[config.mk]
export PLATFORM = sky130hd
export DESIGN_NAME = thread_fifo_with_removal_unit
export DESIGN_NICKNAME = d
export VERILOG_FILES = /design/src/rtl/tfr_pkg.sv /design/src/rtl/tfr_ram.sv /design/src/rtl/thread_fifo_with_removal_unit.sv
export SDC_FILE = /design/constraint.sdc
export NUM_CORES = 1
export LEC_CHECK = 0
export BUFFER_PORTS_ARGS = -buffer_cell sky130_fd_sc_hd__buf_2
export CAP_MARGIN = 5
export CORE_ASPECT_RATIO = 2
export CORE_MARGIN = 8
export CORE_UTILIZATION = 55
export CTS_BUF_LIST = sky130_fd_sc_hd__clkbuf_4 sky130_fd_sc_hd__clkbuf_8 sky130_fd_sc_hd__clkbuf_16
export CTS_CLUSTER_SIZE = 20
export DETAILED_ROUTE_END_ITERATION = 8
export PLACE_DENSITY = 0.72
export SYNTH_ARGS = -nofsm -noshare
export SYNTH_HDL_FRONTEND = slang
export SYNTH_HIERARCHICAL = 1
export SYNTH_SLANG_ARGS = --single-unit
export TNS_END_PERCENT = 5
[constraint.sdc]
create_clock -name clk -period 5.6 [get_ports clk]
set_clock_uncertainty 0.15 [all_clocks]
set_input_delay 0.84 -clock clk [delete_from_list [all_inputs] [get_ports clk]]
set_output_delay 0.84 -clock clk [all_outputs]
set_load 0.1 [all_outputs]
[src/rtl/tfr_pkg.sv]
// ----------------------------------------------------------------------------
// tfr_pkg
// Shared types and constants of the thread FIFO with removal by id.
// ----------------------------------------------------------------------------
package tfr_pkg;

    localparam int TFR_DEPTH_DEF = 16;
    localparam int HANDLE_W      = 16;
    localparam int ID_W          = 16;
    localparam int COUNT_OUT_W   = 5;
    localparam int ENTRY_W       = HANDLE_W + ID_W;

    typedef enum logic [1:0] {
        MODE_ENQ = 2'd0,
        MODE_DEQ = 2'd1,
        MODE_REM = 2'd2,
        MODE_NOP = 2'd3
    } mode_t;

    typedef enum logic [1:0] {
        ST_OK        = 2'd0,
        ST_FULL      = 2'd1,
        ST_EMPTY     = 2'd2,
        ST_NOT_FOUND = 2'd3
    } status_t;

endpackage

[src/rtl/tfr_ram.sv]
// ----------------------------------------------------------------------------
// tfr_ram
// Generic single-write, single-read RAM with a registered read port.
// ----------------------------------------------------------------------------
module tfr_ram
#(
    parameter int WIDTH = 32,
    parameter int DEPTH = 16
)
(
    input  logic                     clk,
    input  logic                     we,
    input  logic [$clog2(DEPTH)-1:0] waddr,
    input  logic [WIDTH-1:0]         wdata,
    input  logic [$clog2(DEPTH)-1:0] raddr,
    output logic [WIDTH-1:0]         rdata
);

    logic [WIDTH-1:0] mem [DEPTH];

    always_ff @(posedge clk)
    begin
        if (we)
        begin
            mem[waddr] <= wdata;
        end
        rdata <= mem[raddr];
    end

endmodule

[src/rtl/thread_fifo_with_removal_unit.sv]
// ----------------------------------------------------------------------------
// thread_fifo_with_removal_unit
// Bounded FIFO of {handle, id} entries held in one circular RAM, with
// enqueue, dequeue of the head and removal of the first entry matching an id.
// ----------------------------------------------------------------------------
// Flow: enqueue, empty-FIFO cases and the unused mode go from the accept
//   straight to S_FIN; a dequeue passes through S_DEQ for the head read; a
//   removal on a nonempty FIFO passes through S_SCAN, one RAM read per held entry plus read return.
// Throughput: one item per operation; the next item is taken once the
//   previous one has finished and its result sits in the output register.
// Reset: clears head, count, state and output valid; RAM contents are kept.
// ----------------------------------------------------------------------------
module thread_fifo_with_removal_unit
    import tfr_pkg::*;
#(
    parameter int DEPTH = TFR_DEPTH_DEF
)
(
    input  logic        clk,
    input  logic        rst_n,
    // input item
    input  logic        s_tvalid,
    output logic        s_tready,
    input  logic [31:0] s_tdata,   // [15:0] thread_handle, [31:16] thread_id
    input  logic [1:0]  s_tuser,   // [1:0] mode
    // result item
    output logic        m_tvalid,
    input  logic        m_tready,
    output logic [23:0] m_tdata,   // [15:0] handle_out, [20:16] count_now, [23:21] zero
    output logic [1:0]  m_tuser    // [1:0] status
);

    localparam int AW = $clog2(DEPTH);
    localparam int CW = $clog2(DEPTH + 1);
    localparam logic [AW:0] DEPTH_W = (AW + 1)'(DEPTH);
    localparam logic [CW-1:0] DEPTH_C = CW'(DEPTH);

    typedef enum logic [3:0] {
        S_IDLE = 4'b0001,
        S_SCAN = 4'b0010,
        S_DEQ  = 4'b0100,
        S_FIN  = 4'b1000
    } state_t;

    // Circular address: base plus offset, both below DEPTH, wrapped once.
    function automatic logic [AW-1:0] wrap_add(input logic [AW-1:0] base,
                                               input logic [AW-1:0] off);
        logic [AW:0] sum;
        sum = {1'b0, base} + {1'b0, off};
        if (sum >= DEPTH_W)
        begin
            sum = sum - DEPTH_W;
        end
        return sum[AW-1:0];
    endfunction

    state_t             state_reg, state_next;
    logic [AW-1:0]      head_reg, head_next;
    logic [CW-1:0]      cnt_reg, cnt_next;
    // scan control: issued read offset, returning read, match seen
    logic [CW-1:0]      iss_reg, iss_next;
    logic               rv_reg, rv_next;
    logic [AW-1:0]      roff_reg, roff_next;
    logic               found_reg, found_next;
    logic [ID_W-1:0]    tid_reg, tid_next;
    // pending result
    logic [HANDLE_W-1:0] hout_reg, hout_next;
    status_t            status_reg, status_next;
    // output register
    logic               ovalid_reg, ovalid_next;
    logic [HANDLE_W-1:0] oh_reg, oh_next;
    status_t            ost_reg, ost_next;
    logic [COUNT_OUT_W-1:0] ocnt_reg, ocnt_next;

    // RAM ports
    logic               ram_we;
    logic [AW-1:0]      ram_waddr;
    logic [ENTRY_W-1:0] ram_wdata;
    logic [AW-1:0]      ram_raddr;
    logic [ENTRY_W-1:0] ram_rdata;

    logic               in_acc;
    mode_t              in_mode;
    logic [HANDLE_W-1:0] in_handle;
    logic [ID_W-1:0]    in_id;
    logic [HANDLE_W-1:0] rd_handle;
    logic [ID_W-1:0]    rd_id;
    logic               out_free;
    logic [CW+COUNT_OUT_W-1:0] cnt_wide;

    assign in_mode   = mode_t'(s_tuser);
    assign in_handle = s_tdata[15:0];
    assign in_id     = s_tdata[31:16];
    assign rd_id     = ram_rdata[ID_W-1:0];
    assign rd_handle = ram_rdata[ENTRY_W-1:ID_W];

    assign s_tready  = (state_reg == S_IDLE);
    assign in_acc    = s_tvalid && s_tready;
    assign out_free  = !ovalid_reg || m_tready;
    // count reported masked to the output field width
    assign cnt_wide  = {{COUNT_OUT_W{1'b0}}, cnt_reg};

    assign m_tvalid  = ovalid_reg;
    assign m_tdata   = {3'b000, ocnt_reg, oh_reg};
    assign m_tuser   = ost_reg;

    tfr_ram #(
        .WIDTH (ENTRY_W),
        .DEPTH (DEPTH)
    ) u_ram (
        .clk   (clk),
        .we    (ram_we),
        .waddr (ram_waddr),
        .wdata (ram_wdata),
        .raddr (ram_raddr),
        .rdata (ram_rdata)
    );

    always_comb
    begin
        state_next  = state_reg;
        head_next   = head_reg;
        cnt_next    = cnt_reg;
        iss_next    = iss_reg;
        rv_next     = 1'b0;
        roff_next   = roff_reg;
        found_next  = found_reg;
        tid_next    = tid_reg;
        hout_next   = hout_reg;
        status_next = status_reg;
        ovalid_next = ovalid_reg && !m_tready;
        oh_next     = oh_reg;
        ost_next    = ost_reg;
        ocnt_next   = ocnt_reg;

        ram_we      = 1'b0;
        ram_waddr   = wrap_add(head_reg, cnt_reg[AW-1:0]);
        ram_wdata   = {in_handle, in_id};
        ram_raddr   = head_reg;

        unique case (state_reg)
            S_IDLE:
            begin
                if (in_acc)
                begin
                    hout_next   = '0;
                    status_next = ST_OK;
                    state_next  = S_FIN;
                    unique case (in_mode)
                        MODE_ENQ:
                        begin
                            if (cnt_reg >= DEPTH_C)
                            begin
                                status_next = ST_FULL;
                            end
                            else
                            begin
                                // append at the tail
                                ram_we   = 1'b1;
                                cnt_next = cnt_reg + 1'b1;
                            end
                        end
                        MODE_DEQ:
                        begin
                            if (cnt_reg == '0)
                            begin
                                status_next = ST_EMPTY;
                            end
                            else
                            begin
                                // read address is the head already
                                state_next = S_DEQ;
                            end
                        end
                        MODE_REM:
                        begin
                            if (cnt_reg == '0)
                            begin
                                status_next = ST_NOT_FOUND;
                            end
                            else
                            begin
                                iss_next   = '0;
                                found_next = 1'b0;
                                tid_next   = in_id;
                                state_next = S_SCAN;
                            end
                        end
                        MODE_NOP:
                        begin
                            status_next = ST_OK;
                        end
                        default:
                        begin
                            status_next = ST_OK;
                        end
                    endcase
                end
            end

            S_DEQ:
            begin
                // head data is back: drop the head entry
                hout_next  = rd_handle;
                head_next  = wrap_add(head_reg, AW'(1));
                cnt_next   = cnt_reg - 1'b1;
                state_next = S_FIN;
            end

            S_SCAN:
            begin
                // issue one read per cycle, head to tail
                ram_raddr = wrap_add(head_reg, iss_reg[AW-1:0]);
                if (iss_reg < cnt_reg)
                begin
                    rv_next   = 1'b1;
                    roff_next = iss_reg[AW-1:0];
                    iss_next  = iss_reg + 1'b1;
                end

                // handle the returning entry: compare, or shift down one slot
                if (rv_reg)
                begin
                    if (!found_reg)
                    begin
                        if (rd_id == tid_reg)
                        begin
                            found_next = 1'b1;
                            hout_next  = rd_handle;
                        end
                    end
                    else
                    begin
                        ram_we    = 1'b1;
                        ram_waddr = wrap_add(head_reg, roff_reg - 1'b1);
                        ram_wdata = ram_rdata;
                    end
                end

                // all reads issued and returned
                if ((iss_reg == cnt_reg) && !rv_reg)
                begin
                    if (found_reg)
                    begin
                        cnt_next    = cnt_reg - 1'b1;
                        status_next = ST_OK;
                    end
                    else
                    begin
                        hout_next   = '0;
                        status_next = ST_NOT_FOUND;
                    end
                    state_next = S_FIN;
                end
            end

            S_FIN:
            begin
                // hold until the output register is free
                if (out_free)
                begin
                    ovalid_next = 1'b1;
                    oh_next     = hout_reg;
                    ost_next    = status_reg;
                    ocnt_next   = cnt_wide[COUNT_OUT_W-1:0];
                    state_next  = S_IDLE;
                end
            end

            default:
            begin
                state_next = S_IDLE;
            end
        endcase
    end

    always_ff @(posedge clk or negedge rst_n)
    begin
        if (!rst_n)
        begin
            state_reg  <= S_IDLE;
            head_reg   <= '0;
            cnt_reg    <= '0;
            iss_reg    <= '0;
            rv_reg     <= 1'b0;
            found_reg  <= 1'b0;
            ovalid_reg <= 1'b0;
        end
        else
        begin
            state_reg  <= state_next;
            head_reg   <= head_next;
            cnt_reg    <= cnt_next;
            iss_reg    <= iss_next;
            rv_reg     <= rv_next;
            found_reg  <= found_next;
            ovalid_reg <= ovalid_next;
        end
    end

    always_ff @(posedge clk)
    begin
        roff_reg   <= roff_next;
        tid_reg    <= tid_next;
        hout_reg   <= hout_next;
        status_reg <= status_next;
        oh_reg     <= oh_next;
        ost_reg    <= ost_next;
        ocnt_reg   <= ocnt_next;
    end

endmodule
* After elaboration in Yosys (flattened, before gate mapping) *
Memory sizes are Yosys's and may differ from the RTL's. A register that Yosys moved wholly into a read port is not among the register bits.
Cells that the tools add are included.

cells by class
  add/sub/neg operators = 12
  order comparisons = 6
  equal/unequal tests = 19
  muxes and demuxes = 63
  bitwise operators = 1
  reduce and logical (&&, ||, !) cells = 20

operators with widths
  cell                                                    number
  two-way mux 16 bit                                      6
  two-way mux 32 bit                                      3
  two-way mux 4 bit                                       13
  case mux 16 bit (3 select lines)                        1
  two-way mux 5 bit                                       9
  >= comparator 5 bit (second input constant)             5
  subtractor 4 x 1 -> 4 bit (second input constant)       5
  two-way mux 1 bit                                       18
  == test 16 bit                                          1
  case mux 4 bit (4 select lines)                         1
  adder 4 x 4 -> 5 bit                                    3
  case mux 5 bit (3 select lines)                         1
  inequality test 2 bit (second input constant)           7
  adder 5 x 1 -> 5 bit (second input constant)            2
  two-way mux 2 bit                                       5
  case mux 5 bit (2 select lines)                         1
  AND reduction 5 bit                                     2
  case mux 2 bit (4 select lines)                         1
  case mux 4 bit (2 select lines)                         1
  inequality test 2 x 1 -> 1 bit (second input constant)  3
  AND reduction 2 bit                                     3
  AND reduction 3 bit                                     2
  AND reduction 6 bit                                     1
  adder 4 x 1 -> 5 bit (second input constant)            1
  other kinds (20)                                        26

storage, ports and cells
  register bits = 82
  memory bits (writable) = 512
  bits of input ports = 38
  logic and storage cells = 136
  memories kept = 1

memories
  name       depth  width  read ports  clocked after Yosys merged registers in  wr ports  line           text
  u_ram.mem  16     32     1           1                                        1         tfr_ram.sv:19  logic [WIDTH-1:0] mem [DEPTH];

* Longest topological paths before layout *
  word-level depth = 7
  depth in mapped cells = 11

* Modules after synthesis *
Netlist, hierarchy kept.

by module, submodules not included
  module                         instances  cells each  area each (um2)  seq. area each (um2)
  tfr_ram                        1          838         19,835.3         16,015.4
  thread_fifo_with_removal_unit  1          352         4,456.8          2,358.5

* Worst setup path before layout *
No wires, ideal clock.

  kind = register to register
  from = register roff_reg[0]
  to = memory u_ram.mem[0][0], enable pin
  data arrival time = 4,205 ps
  required time = 4,989 ps
  path slack = 783 ps
  cell stages (with the launch flop) = 11
  buffers on the path = 0
  period minus slack after synthesis = 4,817 ps
  path through = edfxtp_1 inv_1 ha_1 inv_1 ha_1 a21o_1 a21oi_1 xnor2_1 a21oi_1 or3b_2 nor3_1

on the way
  longest elaborated chain between the ends = 7
  elaborated cells between the ends (all ways) = 8

RTL lines
  what                                                                     line                                                                      text
  start: declaration                                                       thread_fifo_with_removal_unit.sv:63                                       logic [AW-1:0] roff_reg, roff_next;
  start signal: assignment                                                 thread_fifo_with_removal_unit.sv:303                                      roff_reg <= roff_next;
  subtractor 4 x 1 -> 4 bit *                                              thread_fifo_with_removal_unit.sv:235                                      ram_waddr = wrap_add(head_reg, roff_reg - 1'b1);
  adder 4 x 4 -> 5 bit *                                                   thread_fifo_with_removal_unit.sv:49                                       sum = {1'b0, base} + {1'b0, off};
  subtractor 4 x 1 -> 4 bit / >= comparator 5 bit (equally long branches)  thread_fifo_with_removal_unit.sv:52, thread_fifo_with_removal_unit.sv:50
  two-way mux 4 bit *                                                      thread_fifo_with_removal_unit.sv:50                                       if (sum >= DEPTH_W)
  two-way mux 4 bit *                                                      thread_fifo_with_removal_unit.sv:224                                      if (!found_reg)
  two-way mux 4 bit *                                                      thread_fifo_with_removal_unit.sv:222                                      if (rv_reg)
  two-way mux 4 bit *                                                      thread_fifo_with_removal_unit.sv:141                                      unique case (state_reg)
  named net ram_waddr[3]                                                   thread_fifo_with_removal_unit.sv:77                                       logic [AW-1:0] ram_waddr;
  end: declaration                                                         tfr_ram.sv:19

The timed path passes the listed nets; every way through them passes the cells marked *.

* Worst setup path after layout *
  from = register cnt_reg[0]
  to = memory u_ram.mem[3][17], enable pin

on the way
  elaborated cells between the ends (all ways) = 14

RTL lines
  what                                                                     line                                                                      text
  start: declaration                                                       thread_fifo_with_removal_unit.sv:59                                       logic [CW-1:0] cnt_reg, cnt_next;
  start signal: assignment                                                 thread_fifo_with_removal_unit.sv:293                                      cnt_reg <= cnt_next;
  adder 4 x 4 -> 5 bit *                                                   thread_fifo_with_removal_unit.sv:49
  subtractor 4 x 1 -> 4 bit / >= comparator 5 bit (equally long branches)  thread_fifo_with_removal_unit.sv:52, thread_fifo_with_removal_unit.sv:50
  two-way mux 4 bit *                                                      thread_fifo_with_removal_unit.sv:50
  two-way mux 4 bit                                                        thread_fifo_with_removal_unit.sv:224
  two-way mux 4 bit                                                        thread_fifo_with_removal_unit.sv:222
  two-way mux 4 bit *                                                      thread_fifo_with_removal_unit.sv:141
  named net ram_waddr[1]                                                   thread_fifo_with_removal_unit.sv:77

Marked as above.

==> metrics.txt <==
status=finished, final reports clean; DRT antenna net count=0; R2R depth=7; Reg with most FFs=u_ram/mem; Wirelength per Cell=27.0 um; post-CTS setup repair buffer count=0; CTS HTree Levels=2; share of layout cells above drive strength 1=28.8%; ys async rst share=3.35%; Layout Utilization=62.0%; Worst setup SP type=flip-flop; Largest regs=u_ram/mem: 512 flops, u_ram/rdata: 32 flops; r2r endpoint=u_ram/mem[3][17]; largest area contributor in the synthesized netlist=edfxtp_1; drt pass-1 iters=5; core footprint=43900 sq um; ys flop type=edfxtp_1; share of the synthesized area in the top cell type=70.8%; CTS tree=built; routed vias/inst=6.18; Netlist cell types=59; post-CTS sizing=0; commonest non-fill, non-tap cell in the layout=edfxtp_1; Synth Cell Area=24300 sq um; first-pass GRT wire length=76300 um; Pwr Density=439 nW/um^2; vias in the first global route=12400; commonest cells after routing, fill and taps aside=edfxtp_1 (573), mux4_2 (128), nand2_1 (66); setup tns final=0 ns; area growth from synthesis to layout=12.1%; via count=11600; R2R Setup Slk=1.36 ns; Die Footprint=51600 sq um; initial antenna violation count=0; critical path class=reg2reg; Slew Limit Fails=0; Final Cycle Share=75.7%; Die X=165 um; register area=18400 sq um; dominant cells by area after synthesis=edfxtp_1 (71%), mux4_2 (12%), dfxtp_1 (2.6%), dfrtp_1 (2.1%), a22oi_1 (2.0%); worst r2r src=cnt_reg[0]; Multi-input gate area=5720 sq um; final setup violation count=0; initial core utilization=55.3%; sequential fraction of the synthesis area=75.6%; Die Y=313 um; Num CTS Buffers=52; DP Area=25400 sq um; Syn Area/Cell=20.4 sq um; register bit total from synthesis=626; Worst-Margin Slew=1.27 ns; hold slack=0.0793 ns; Final Critical Period=4.24 ns; Post-Synthesis Cells=1190; num rows=109; Hold-fix buffers, CTS=0; Tightest Hold Check Type=in2async; Max-Cap Viols=0; worst-case clock buffer depth=3; routed wire length=50500 um; fillcell total=2976; Ys Warns=6; clock transition at the registers of the reported paths=0.07 ns; Nets=1338; VDD IR-drop max=0.365 mV; grt ovf=0; top-level port count=66; critical path data required time=5.71 ns; fin area=27200 sq um; count of flip-flops with a built-in enable after synthesis=573; Setup crit end kind=flip-flop; max reg flops=512; Clock Latency Late Sink=0.58 ns; IO buf count=62; Leak Pwr=8.85 nW; clock sinks=626; worst rel slew slack=15.0%; Root Buffer=clkbuf_16; GRT Util Overall=20.0%; Crit path arrival time=4.36 ns; Final Hold Viols=0; Worst Path Max Fanout=21; Fmax=0.236 GHz; initial DRC count=1016; HPWL after DPL=29500 um; RSZ-0062 raised after global routing=false; # DRC=0; gpl congestion=0.856; largest net degree at the start of global routing=129
## cell type report
type | instances | area share (%)
diodes | 1 | 0.00919
clock buffers | 74 | 5.59
clock inverters | 23 | 1.22
inverters | 20 | 0.280
multi-input cells | 489 | 21.0
flip-flops and latches | 626 | 67.5
well taps | 555 | 2.55
repair buffers | 84 | 1.88
## synthesized netlist by cell type, types with 11 or more instances
library cell  count
o21ai_0          11
o2bb2ai_1        17
ha_1             23
buf_4            13
dfxtp_1          32
clkbuf_1         20
a21oi_1          14
nand2_1          67
mux2_2           33
a22oi_1          64
mux4_2          128
edfxtp_1        573
nor2_1           21
inv_1            19
buf_2            13
dfrtp_1          20
xor2_1           21
xnor2_1          14
## worst max-delay path: stages, from the launching register on
cell     delay [ns]
dfrtp_1        0.49
ha_1           0.23
inv_1          0.06
fa_1           0.43
o21ai_0        0.81
nand2_1        0.47
nor2_4         0.87
buf_4          0.38
## stage by stage
stage / power (mW) / std cells / setup slack (ns)
6_report: 11.9 / 1872 / 1.36
5_1_grt: 12.4 / 1871 / 1.20
4_1_cts: 12.0 / 1871 / 1.35
3_5_place_dp: 8.22 / 1774 / 1.38
3_3_place_gp: 8.15 / 1774 / 1.56
2_1_floorplan: 7.57 / 1192 / 0.783
## where the power goes
group          internal, mW  total (mW)  switching [mW]
clock network          2.27        3.85            1.58
registers              5.47        5.70           0.228
logic                 0.988        2.39            1.40
total                  8.73        11.9            3.21
## cell families (layout without fill, tap and decap cells)
kind of cell    Yosys count  count (layout)  share of synthesized area, %
mux                     162             162                          13.4
other cells               1               4                        0.0154
simple gates            134             134                          2.63
flops                   626             626                          75.6
xor+xnor                 35              35                          1.26
compound gates          128             128                          4.01
buf+inv                  77             201                          1.49
fa+ha+maj                27              27                          1.51
## per-layer routing
metal,track usage [%],vias to the layer above,share of wire [%]
li1,-,5019,-
met1,24.9,6049,37
met2,34.9,414,54
met3,3.19,80,6.3
met4,6.62,0,2.7
met5,0,-,0
## how the worst max path moves through the flow
stage	start	to	slack [ns]
floorplan	roff_reg[0]	u_ram/mem[0][0]	0.78
global placement	cnt_reg[0]	u_ram/mem[3][12]	1.56
detailed placement	state_reg[3]	u_ram/mem[3][15]	1.38
CTS	cnt_reg[0]	u_ram/mem[3][17]	1.35
global route	head_reg[1]	u_ram/mem[3][19]	1.20
finish	cnt_reg[0]	u_ram/mem[3][17]	1.36
No activity file was read; power rests on OpenSTA's default activity.
